**src/rtl/mls_pkg.sv**
```systemverilog
// package for the marker landing setpoint block
// holds constants, controller state type, datapath command/status structs
package mls_pkg;

   localparam int POS_FRAC_BITS_DEF  = 16;
   localparam int QUAT_FRAC_BITS_DEF = 14;
   localparam int CM_W   = 23;
   localparam int CFG_W  = 32;
   localparam int IDX_W  = 3;
   localparam int STEP_W = 4;
   localparam logic signed [CM_W-1:0] CM_LIMIT = 23'sd3276800;

   localparam logic [1:0] MODE_ATT = 2'd0;
   localparam logic [1:0] MODE_POS = 2'd1;
   localparam logic [1:0] MODE_DET = 2'd2;

   localparam logic [IDX_W-1:0] REG_OFF_ALT   = 3'd0;
   localparam logic [IDX_W-1:0] REG_ALIGN     = 3'd1;
   localparam logic [IDX_W-1:0] REG_DESC_MIN  = 3'd2;
   localparam logic [IDX_W-1:0] REG_DESC_STEP = 3'd3;
   localparam logic [IDX_W-1:0] REG_LOCK_PER  = 3'd4;
   localparam logic [IDX_W-1:0] REG_OFFSET_X  = 3'd5;

   // last step of each multi-cycle phase
   localparam logic [STEP_W-1:0] LAST_PROD = 4'd8;
   localparam logic [STEP_W-1:0] LAST_OFFS = 4'd2;
   localparam logic [STEP_W-1:0] LAST_ROT  = 4'd8;

   typedef enum logic [3:0] {
      ST_IDLE,
      ST_DECODE,
      ST_PROD,
      ST_MATRIX,
      ST_OFFS,
      ST_SWAP,
      ST_ROT,
      ST_FINISH,
      ST_OUT
   } state_type;

   // controller to datapath
   typedef struct packed {
      logic load;     // capture request
      logic pos_go;   // store drone position
      logic prod_go;  // one quaternion product
      logic mat_go;   // build matrix entries from products
      logic offs_go;  // one offset product and add
      logic swap_go;  // camera to body swap
      logic rot_go;   // one attitude rotation product
      logic fin_go;   // setpoint update
      logic [STEP_W-1:0] step;
   } cmd_type;

   typedef struct packed {
      logic is_att;
      logic is_pos;
      logic is_det;
   } stat_type;

endpackage

```
**src/rtl/mls_ctrl.sv**
```systemverilog
// controller state machine for the marker landing setpoint block
// depends on mls_pkg
module mls_ctrl (
   input  logic clock,
   input  logic reset,
   input  logic req_valid,
   output logic req_ready,
   output logic rsp_valid,
   input  logic rsp_ready,
   input  mls_pkg::stat_type stat,
   output mls_pkg::cmd_type cmd
);
   import mls_pkg::*;

   state_type state_ff, state_in;
   logic [STEP_W-1:0] step_ff, step_in;

   always_ff @(posedge clock) begin
      if (reset) begin
         state_ff <= ST_IDLE;
         step_ff <= '0;
      end else begin
         state_ff <= state_in;
         step_ff <= step_in;
      end
   end

   always_comb begin
      state_in = state_ff;
      step_in = step_ff;
      case (state_ff)
         ST_IDLE: if (req_valid) state_in = ST_DECODE;
         ST_DECODE: begin
            step_in = '0;
            if (stat.is_att || stat.is_det) state_in = ST_PROD;
            else state_in = ST_IDLE;
         end
         ST_PROD: begin
            if (step_ff == LAST_PROD) begin
               step_in = '0;
               state_in = ST_MATRIX;
            end else begin
               step_in = step_ff + STEP_W'(1);
            end
         end
         ST_MATRIX: begin
            step_in = '0;
            state_in = stat.is_det ? ST_OFFS : ST_IDLE;
         end
         ST_OFFS: begin
            if (step_ff == LAST_OFFS) begin
               step_in = '0;
               state_in = ST_SWAP;
            end else begin
               step_in = step_ff + STEP_W'(1);
            end
         end
         ST_SWAP: begin
            step_in = '0;
            state_in = ST_ROT;
         end
         ST_ROT: begin
            if (step_ff == LAST_ROT) begin
               step_in = '0;
               state_in = ST_FINISH;
            end else begin
               step_in = step_ff + STEP_W'(1);
            end
         end
         ST_FINISH: state_in = ST_OUT;
         ST_OUT:    if (rsp_ready) state_in = ST_IDLE;
         default:   state_in = ST_IDLE;
      endcase
   end

   always_comb begin
      cmd = '0;
      cmd.step = step_ff;
      req_ready = 1'b0;
      rsp_valid = 1'b0;
      case (state_ff)
         ST_IDLE: begin
            req_ready = 1'b1;
            cmd.load = req_valid;
         end
         ST_DECODE: cmd.pos_go = stat.is_pos;
         ST_PROD:   cmd.prod_go = 1'b1;
         ST_MATRIX: cmd.mat_go = 1'b1;
         ST_OFFS:   cmd.offs_go = 1'b1;
         ST_SWAP:   cmd.swap_go = 1'b1;
         ST_ROT:    cmd.rot_go = 1'b1;
         ST_FINISH: cmd.fin_go = 1'b1;
         ST_OUT:    rsp_valid = 1'b1;
         default: ;
      endcase
   end
endmodule

```
**config.mk**
```make
export PLATFORM = sky130hd
export DESIGN_NAME = mls_ctrl
export DESIGN_NICKNAME = d
export VERILOG_FILES = /design/src/rtl/mls_pkg.sv /design/src/rtl/mls_ctrl.sv
export SDC_FILE = /design/constraint.sdc
export NUM_CORES = 1
export LEC_CHECK = 0
export BUFFER_PORTS_ARGS = -buffer_cell sky130_fd_sc_hd__buf_4
export CORE_MARGIN = 4
export CORE_UTILIZATION = 48
export CTS_CLUSTER_DIAMETER = 30
export DETAILED_ROUTE_END_ITERATION = 8
export MAX_ROUTING_LAYER = met4
export PLACE_DENSITY = 0.77
export SYNTH_ARGS = -nofsm -noshare
export SYNTH_HDL_FRONTEND = slang
export SYNTH_SLANG_ARGS = --single-unit
```
**constraint.sdc**
```tcl
create_clock -name clock -period 1.8 [get_ports clock]
set_clock_uncertainty 0.15 [all_clocks]
set_input_delay 0.18 -clock clock [delete_from_list [all_inputs] [get_ports clock]]
set_output_delay 0.18 -clock clock [all_outputs]
set_load 0.005 [all_outputs]
```
==> results of run 1 <==
==> worst min-delay path, stage by stage <==
cell     delay [ns]
buf_4          0.08
inv_1          0.03
a21oi_1        0.11
nor4_1         0.05
==> kinds of logic (layout without fill, tap and decap cells) <==
| family | count (synthesis) | count (layout) | share of synthesized area (%) |
|---|---|---|---|
| fa+ha+maj | 4 | 4 | 7.968 |
| buf+inv | 12 | 35 | 9.164 |
| flops | 8 | 8 | 25.50 |
| xor+xnor | 3 | 3 | 4.184 |
| simple gates | 39 | 39 | 38.45 |
| compound gates | 12 | 12 | 14.74 |
==> state kept, by name, summed over array words and instances (netlist names) <==
| register | cells |
|---|---|
| step_ff | 4 |
| state_ff | 4 |
==> per-layer routing <==
layer,track usage (%),wire (microns),up-vias
met3,4.878,61,2
met4,3.614,14,0
li1,-,-,322
met2,26.45,691,13
met1,24.02,722,287
met5,-,0,-
==> power breakdown <==
group | internal (W) | leakage, nW | total (W) | switching, W
registers | 0.000194 | 0.0657 | 0.000226 | 0.0000319
clock network | 0.0000760 | 0.0138 | 0.000133 | 0.0000571
logic | 0.000109 | 0.305 | 0.000209 | 0.0000998
total | 0.000379 | 0.385 | 0.000568 | 0.000189
==> Yosys cell counts, drive strengths merged <==
cell type	count
and4bb	1
nand3	1
or3	1
ha	4
o21ai	2
and2b	1
nor4	3
clkbuf	2
o221ai	1
inv	7
o41ai	1
and3	5
a31oi	2
and2	1
buf	3
nor4b	3
a21oi	6
or3b	1
nand2	2
nand2b	1
nor2	9
dfxtp	8
xnor2	3
nor3	8
nor3b	1
and3b	1
==> repair_timing <==
item | CTS | global route
hold endpoints to repair | 4 | 0
setup endpoints to repair | 0 | 2
hold buffers | 1 | 0
gates resized for setup | 0 | 2
buffers inserted | 0 | 0
==> final cells by class <==
cell class / count / area (sq um)
tap: 14 / 17.52
inverter: 7 / 26.28
sequential: 8 / 161.4
fill: 98 / 336.6
timing repair buffer: 25 / 190.2
multi-input combinational: 58 / 416.7
clock buffer: 3 / 22.52
==> path summary, 6_finish.rpt <==
check	startpoint	to	slack, ns	cells after the start
max	state_ff[0]	cmd[9]	0.11	3
min	rsp_ready	state_ff[3]	0.1	4
min reg2reg	state_ff[2]	state_ff[2]	0.47	2
max reg2reg	step_ff[0]	state_ff[3]	0.13	5
==> through the flow <==
| stage | instance area, sq um | std cells | setup WS, ns | total power, W | hold slack, ns |
|---|---|---|---|---|---|
| final | 834.6 | 115 | 0.1143 | 0.0005683 | 0.09847 |
| after CTS | 827.0 | 115 | 0.01931 | 0.0005724 | 0.09103 |
| after global placement | 794.5 | 111 | 0.1964 | 0.0004291 | 0.2471 |
| after detailed placement | 794.5 | 111 | 0.1308 | 0.0004338 | 0.2527 |
| after floorplan | 628.1 | 78 | 0.3046 | 0.0003591 | 0.1067 |
| after global routing | 834.6 | 115 | 0.0008064 | 0.0006096 | 0.1000 |
==> results.txt, run 1 <==
Run status: complete, no violations
Final Hold Fails: 0
GRT overflow: 0
CP peak stage delay: 0.48 ns
CP top delay family: simple AND/OR/NAND/NOR gates
CP Class: reg2out
Synth area leader: dfxtp_1
Slew @ Worst Pin: 0.3939 ns
Vias in the first global route: 578
DRT antenna net count: 0
CP Launch Type: flop
Total GRT Usage: 17.78%
CTS H-tree lvls: 1
RSZ-0062 raised after global routing: false
First-pass GRT wire length: 2580 microns
Layout area overhead: 32.87%
CP Data Arrival Time: 1.36 ns
Final setup fails: 0
Max IR drop VDD: 0.4156 mV
Initial Utilization: 53.63%
Synth unique cells: 31
Dpl hpwl: 1181 microns
Most common cell after layout, fill and taps aside: buf_4
Synth top area share: 25.50%
Iteration-0 DRC Markers: 2
Buf+Inv Stages, Crit Path: 1
IO buf count: 20
CP max FO: 11
Clock period minus final worst setup slack: 1.686 ns
WP data required: 1.47 ns
Final wirelength: 1490 microns
Max Cap Viol: 0
Clock transition at the registers of the reported paths: 0.05 ns
Slew Viols, Final: 0
Clock Tree Buf Depth: 2
Sequential area share after synthesis: 25.50%
DR vias/cell: 5.426
Max Clock Freq: 593.2 MHz
Final net count: 114
Initial antenna violation count: 0
Synth Instances: 78
End-of-flow core utilization: 71.26%
Crit path max-delay cell type: or3b_4
#FFs+latches synth: 8
Syn avg cell area: 8.053 sq um
Row cnt: 12
CTS tree: yes
DRC: 0
Hold Path Class: in2reg
Share of layout cells above drive strength 1: 35.64%
Area contributors post-synth: dfxtp_1 (25%), ha_1 (8.0%), nor3_1 (6.4%)
Routability Congestion: 0.8243
Drt wl/cell: 12.96 microns
Worst-skew pair later-pin latency: 0.25 ns
Pwr/cell area: 681.0 nW/um^2
Mapped Area: 628.1 sq um
Via count: 624
Antenna Cells: 0
Die Y: 44.18 microns
Io pins: 21
Total CTS buffers: 3
Pre-antenna DRT Iters: 4
Normalized max-slew margin: 73.71%
Clk root buf: clkbuf_4
Ys Warns: 0
Critical Path Sink Type: output port
Die area: 1951 sq um
Final TNS setup: 0 ns
Chip Width: 44.18 microns
Most frequent cells in the layout: buf_4 (24), nor2_1 (9), nor3_1 (8)
Crit share post-route: 93.65%
Critical path, cell by cell: or3b_4, nor2_1, buf_4
Clk sinks: 8
Syn Nets: 89
Lkg Pwr: 0.3849 nW
Largest net degree at the start of global routing: 12
Core area: 1171 sq um
Note: power is estimated with default switching activity, not from simulation.
==> run 2: changes to the inputs <==
--- a/config.mk
+++ b/config.mk
@@ -11,7 +11,7 @@
 export CTS_CLUSTER_DIAMETER = 30
 export DETAILED_ROUTE_END_ITERATION = 8
 export MAX_ROUTING_LAYER = met4
-export PLACE_DENSITY = 0.77
+export PLACE_DENSITY_LB_ADDON = 0.1
 export SYNTH_ARGS = -nofsm -noshare
 export SYNTH_HDL_FRONTEND = slang
 export SYNTH_SLANG_ARGS = --single-unit
==> run 2 against run 1 <==
  * Critical path depth unchanged
  * Die area unchanged
  * Utilization increased by 0.32 points
  * First-iteration DRC count grew to 11 times the previous value
  * Critical endpoint unchanged
  * Highest routed layer unchanged
==> results.txt, run 2 (same netlist as run 1, synthesis figures left out) <==
Buf+Inv Stages, Crit Path: 1 (unchanged)
Vias in the first global route: 598 (was 578)
CP Data Arrival Time: 1.37 ns (was 1.36 ns)
Final net count: 113 (was 114)
CP max FO: 7 (was 11)
Chip Width: 44.18 microns (unchanged)
CTS tree: yes (unchanged)
DR vias/cell: 5.772 (was 5.426)
Comb power frac: 36.8% (about the same)
Die area: 1951 sq um (unchanged)
CP top delay family: simple AND/OR/NAND/NOR gates (unchanged)
Hold Path Class: in2reg (unchanged)
Biggest regs: state_ff: 4 flops, step_ff: 4 flops (unchanged)
Io pins: 21 (unchanged)
Routability Congestion: 0.7833 (was 0.8243)
Critical path, cell by cell: or3b_4, nor2_1, buf_4 (unchanged)
Dpl hpwl: 1163 microns (was 1181 microns)
IO buf count: 20 (unchanged)
Seq pwr share: 39.1% (was 39.8%)
DP Worst Slack: 0.1659 ns (was 0.1308 ns)
Worst-skew pair later-pin latency: 0.26 ns (was 0.25 ns)
End-of-flow core utilization: 71.58% (was 71.26%)
Total GRT Usage: 18.05% (was 17.78%)
CTS H-tree lvls: 1 (unchanged)
Run status: complete, no violations (unchanged)
Max Cap Viol: 0 (unchanged)
Most common cell after layout, fill and taps aside: buf_4 (unchanged)
First-pass GRT wire length: 2587 microns (was 2580 microns)
Pre-antenna DRT Iters: 4 (unchanged)
Lkg Pwr: 0.3846 nW (was 0.3849 nW)
GRT overflow: 0 (unchanged)
Normalized max-slew margin: 73.06% (was 73.71%)
Max Clock Freq: 587.5 MHz (was 593.2 MHz)
WP data required: 1.47 ns (about the same)
Antenna Cells: 0 (unchanged)
Via count: 658 (was 624)
Clk root buf: clkbuf_4 (unchanged)
Clock Tree Buf Depth: 2 (unchanged)
Max IR drop VDD: 0.3673 mV (was 0.4156 mV)
Slew Viols, Final: 0 (unchanged)
Pwr/cell area: 694.8 nW/um^2 (was 681.0 nW/um^2)
Fin worst setup slack: 0.09785 ns (was 0.1143 ns)
Clk sinks: 8 (unchanged)
CP peak stage delay: 0.44 ns (was 0.48 ns)
Clock transition at the registers of the reported paths: 0.06 ns (was 0.05 ns)
Layout area overhead: 33.47% (was 32.87%)
Sw Ratio: 34.74% (was 33.23%)
Final wirelength: 1555 microns (was 1490 microns)
Clock power share: 24.1% (was 23.4%)
Initial antenna violation count: 0 (unchanged)
Total CTS buffers: 3 (unchanged)
Core area: 1171 sq um (unchanged)
Clock period minus final worst setup slack: 1.702 ns (was 1.686 ns)
Slew @ Worst Pin: 0.4010 ns (was 0.3939 ns)
Drt wl/cell: 13.64 microns (was 12.96 microns)
Cell internal pwr: 0.0003801 W (was 0.0003794 W)
Crit share post-route: 94.56% (was 93.65%)
Final Hold Fails: 0 (unchanged)
Most frequent cells in the layout: buf_4 (23), nor2_1 (9), nor3_1 (8) (was buf_4 (24), nor2_1 (9), nor3_1 (8))
Iteration-0 DRC Markers: 22 (was 2)
Layout fillers: 110 (was 98)
Row cnt: 12 (unchanged)
Initial Utilization: 53.63% (unchanged)
Final setup fails: 0 (unchanged)
CP Class: reg2out (unchanged)
Largest net degree at the start of global routing: 13 (was 12)
Crit path max-delay cell type: or3b_4 (unchanged)
DRC: 0 (unchanged)
CP Launch Type: flop (unchanged)
Die Y: 44.18 microns (unchanged)
Share of layout cells above drive strength 1: 37.00% (was 35.64%)
Critical Path Sink Type: output port (unchanged)
Psw: 0.0002024 W (was 0.0001888 W)
DRT antenna net count: 0 (unchanged)
## run 2: changes by cell type in the layout (fill, tap and decap cells not counted), sizes merged
cell / previous run / this run
buf: 24 / 23
## run 2: metrics by stage
step / TNS [ns] / area, sq um / hold WS, ns / power [W] / cells
finish: 0 / 838.3 / 0.09721 / 0.0005825 / 114
detailed placement: 0 / 787.0 / 0.2478 / 0.0004289 / 110
floorplan: 0 / 628.1 / 0.1067 / 0.0003591 / 78
CTS: 0 / 825.8 / 0.1030 / 0.0005755 / 114
global route: -0.0001759 / 838.3 / 0.1107 / 0.0006188 / 114
global placement: 0 / 787.0 / 0.2470 / 0.0004277 / 110
## run 2: tightest hold or removal path, delay by kind of cell
family                 cells  cell delay [ns]
buffers and inverters      1             0.09
AND/OR/NAND/NOR            1             0.12
AO/OA/AOI/OAI              1             0.07
## run 2: worst paths after layout
path,cells past startpoint,endpoint,slack (ns),from
max,3,cmd[9],0.1,state_ff[1]
min reg2reg,2,step_ff[2],0.46,step_ff[2]
max reg2reg,5,step_ff[0],0.14,step_ff[1]
min,3,state_ff[2],0.1,stat[0]
## run 2: power by group through the flow
| stage | registers (W) | logic (W) | clock network [W] |
|---|---|---|---|
| final | 0.000228 | 0.000214 | 0.000140 |
| after global routing | 0.000232 | 0.000239 | 0.000148 |
| after CTS | 0.000225 | 0.000209 | 0.000142 |
| after detailed placement | 0.000228 | 0.000201 | 0 |
| after global placement | 0.000227 | 0.000200 | 0 |
| after floorplan | 0.000215 | 0.000145 | 0 |
## run 2: routing by layer
layer | global-route usage (%) | wire length (microns) | vias to the layer above
li1 | - | - | 321
met3 | 4.878 | 117 | 6
met2 | 24.13 | 697 | 30
met1 | 25.18 | 697 | 301
met5 | - | 0 | -
met4 | 7.229 | 43 | 0
## run 2: final cells by class
class	count	area (sq um)	area share [%]
clock buffer	3	22.52	2.687
inverter	7	26.28	3.134
multi-input combinational	58	425.4	50.75
sequential	8	163.9	19.55
tap	14	17.52	2.090
timing repair buffer	24	182.7	21.79
## run 2: repair_timing
action,4_1_cts,5_1_grt
endpoints found under the hold margin,4,0
setup endpoints to repair,1,2
setup buffers,0,0
pin swaps,0,1
hold buffers,1,0
resized for setup,1,4
==> run 3: changes to the inputs <==
--- a/config.mk
+++ b/config.mk
@@ -7,11 +7,13 @@
 export LEC_CHECK = 0
 export BUFFER_PORTS_ARGS = -buffer_cell sky130_fd_sc_hd__buf_4
 export CORE_MARGIN = 4
-export CORE_UTILIZATION = 48
+export CORE_UTILIZATION = 26
 export CTS_CLUSTER_DIAMETER = 30
 export DETAILED_ROUTE_END_ITERATION = 8
 export MAX_ROUTING_LAYER = met4
 export PLACE_DENSITY_LB_ADDON = 0.1
+export REMOVE_ABC_BUFFERS = 1
+export SLEW_MARGIN = 20
 export SYNTH_ARGS = -nofsm -noshare
 export SYNTH_HDL_FRONTEND = slang
 export SYNTH_SLANG_ARGS = --single-unit
==> run 3 against run 2 <==
  * Via count fell by 5.5%
  * Clock power hardly changed
  * Non-clock buffer count unchanged
  * Final cell count grew 12%
  * Sequential share of layout area shrank 0.76 points
  * Critical path type unchanged
  * Utilization down 34 points
  * Sequential power about the same
  * Critical endpoint is now cmd[4]
  * Count of clock-buffer cells in the layout unchanged
  * Sequential cell count stayed put
==> results.txt, run 3 (same netlist as run 1, synthesis figures left out) <==
Run status: complete, no violations (unchanged)
Design area: 852.1 sq um (was 838.3 sq um)
Crit path from: state_ff[3] (was state_ff[1])
DP Worst Slack: 0.1736 ns (was 0.1659 ns)
Layout area overhead: 35.66% (was 33.47%)
Non-filler cells, final: 128 (was 114)
Row cnt: 17 (was 12)
DRT antenna net count: 0 (unchanged)
RR Endpoint: step_ff[2] (was step_ff[0])
Comb power frac: 36.8% (about the same)
GRT overflow: 0 (unchanged)
CP Launch Type: flop (unchanged)
Reg2Reg Launch Point: step_ff[0] (was step_ff[1])
Initial antenna violation count: 0 (unchanged)
Io pins: 21 (unchanged)
Clk root buf: clkbuf_4 (unchanged)
Initial Utilization: 27.86% (was 53.63%)
Dpl hpwl: 1213 microns (was 1163 microns)
Total CTS buffers: 3 (unchanged)
Largest net degree at the start of global routing: 13 (unchanged)
Slew Viols, Final: 0 (unchanged)
Crit share post-route: 95.60% (was 94.56%)
Lkg Pwr: 0.3832 nW (was 0.3846 nW)
Total GRT Usage: 10.49% (was 18.05%)
Most frequent cells in the layout: buf_4 (23), nor2_1 (9), nor3_1 (8), dfxtp_1 (8), inv_1 (7) (was buf_4 (23), nor2_1 (9), nor3_1 (8))
Worst r2r path cells: 6 (was 5)
Psw: 0.0001931 W (was 0.0002024 W)
Biggest regs: state_ff: 4 flops, step_ff: 4 flops (unchanged)
Final TNS setup: 0 ns (unchanged)
Iteration-0 DRC Markers: 11 (was 22)
Max Cap Viol: 0 (unchanged)
DR vias/cell: 4.859 (was 5.772)
Normalized max-slew margin: 72.14% (was 73.06%)
Most common cell after layout, fill and taps aside: buf_4 (unchanged)
Design Power: 0.0005732 W (was 0.0005825 W)
CTS tree: yes (unchanged)
RSZ-0062 raised after global routing: false
Die area: 3266 sq um (was 1951 sq um)
Core area: 2255 sq um (was 1171 sq um)
WP data required: 1.47 ns (about the same)
IO buf count: 20 (unchanged)
Slew @ Worst Pin: 0.4147 ns (was 0.4010 ns)
CP max FO: 9 (was 7)
CP Data Arrival Time: 1.39 ns (was 1.37 ns)
CTS H-tree lvls: 1 (unchanged)
Hold wc startpoint: stat[0] (unchanged)
Clk sinks: 8 (unchanged)
Clock power share: 23.9% (was 24.1%)
Hold Path Sink: state_ff[2] (unchanged)
First-pass GRT wire length: 2594 microns (was 2587 microns)
DRC: 0 (unchanged)
Pre-antenna DRT Iters: 4 (unchanged)
Final net count: 113 (unchanged)
Layout fillers: 258 (was 110)
Share of layout cells above drive strength 1: 34.00% (was 37.00%)
CP Class: reg2out (unchanged)
Drt wl/cell: 12.05 microns (was 13.64 microns)
Final Hold Fails: 0 (unchanged)
Via count: 622 (was 658)
Fin worst setup slack: 0.07926 ns (was 0.09785 ns)
Routability Congestion: 0.7502 (was 0.7833)
Chip Width: 57.15 microns (was 44.18 microns)
Seq pwr share: 39.3% (was 39.1%)
Final wirelength: 1543 microns (was 1555 microns)
Hold Path Class: in2reg (unchanged)
Clock period minus final worst setup slack: 1.721 ns (was 1.702 ns)
Final setup fails: 0 (unchanged)
Setup slack, reg-to-reg: 0.18 ns (was 0.14 ns)
Die Y: 57.15 microns (was 44.18 microns)
Pwr/cell area: 672.8 nW/um^2 (was 694.8 nW/um^2)
Cells after DPL: 124 (was 110)
Cell internal pwr: 0.0003802 W (was 0.0003801 W)
Max IR drop VDD: 0.4100 mV (was 0.3673 mV)
Vias in the first global route: 562 (was 598)
Max Clock Freq: 581.1 MHz (was 587.5 MHz)
Worst-skew pair later-pin latency: 0.25 ns (was 0.26 ns)
Clock Tree Buf Depth: 2 (unchanged)
Worst hold path depth: 3 (unchanged)
Clock transition at the registers of the reported paths: 0.05 ns (was 0.06 ns)
Antenna Cells: 0 (unchanged)
Post-DP Area: 804.5 sq um (was 787.0 sq um)
Sw Ratio: 33.68% (was 34.74%)
Postcts setup bufs: 0 (unchanged)
Critical Path Sink Type: output port (unchanged)
-- run 3: cell count changes in the layout (fill, tap and decap cells not counted) --
cell | before | now
dfxtp_1 | 5 | 8
dfxtp_2 | 3 | 0
-- run 3: worst max path at each step --
stage	endpoint	slack [ns]	depth (start not counted)
detailed placement	step_ff[2]	0.17	5
finish	cmd[4]	0.08	3
global route	step_ff[2]	0.01	6
CTS	cmd[11]	0.003	4
global placement	step_ff[3]	0.16	5
floorplan	step_ff[0]	0.24	4
-- run 3: routing by layer --
metal  routed length, microns  vias up  GRT usage, %
met3                       74        2         5.204
met1                      751      289         13.24
met4                        5        0         1.987
li1                         -      321             -
met2                      711       10         15.17
met5                        0        -             -
-- run 3: worst max-delay path: stages, from the launching register on --
cell and delay, ns:
dfxtp_1 0.51, and2b_2 0.30, and3_1 0.19, buf_4 0.13
-- run 3: what timing repair did --
item	in CTS	in global routing
resized for setup	0	2
endpoints found under the hold margin	4	0
hold buffers	1	0
endpoints found under the setup margin	0	1
-- run 3: cell type report --
type	count	area (sq um)	area share, %
multi-input cells	58	425.4	49.93
repair buffers	24	182.7	21.44
flip-flops and latches	8	160.2	18.80
well taps	28	35.03	4.112
inverters	7	26.28	3.084
clock buffers	3	22.52	2.643
-- run 3: stage by stage --
stage | utilization [%] | hold WS (ns)
after floorplan | - | 0.1067
after global placement | 35.68 | 0.2512
after detailed placement | 35.68 | 0.2498
after CTS | 37.13 | 0.08588
after global routing | 37.79 | 0.1353
final | 37.79 | 0.09614
-- run 3: power by group through the flow --
| stage | Combinational (W) | Sequential [W] | Clock, W |
|---|---|---|---|
| global placement | 0.000208 | 0.000228 | 0 |
| detailed placement | 0.000201 | 0.000227 | 0 |
| finish | 0.000211 | 0.000225 | 0.000137 |
| CTS | 0.000206 | 0.000223 | 0.000147 |
| floorplan | 0.000119 | 0.000227 | 0 |
| global route | 0.000239 | 0.000230 | 0.000159 |
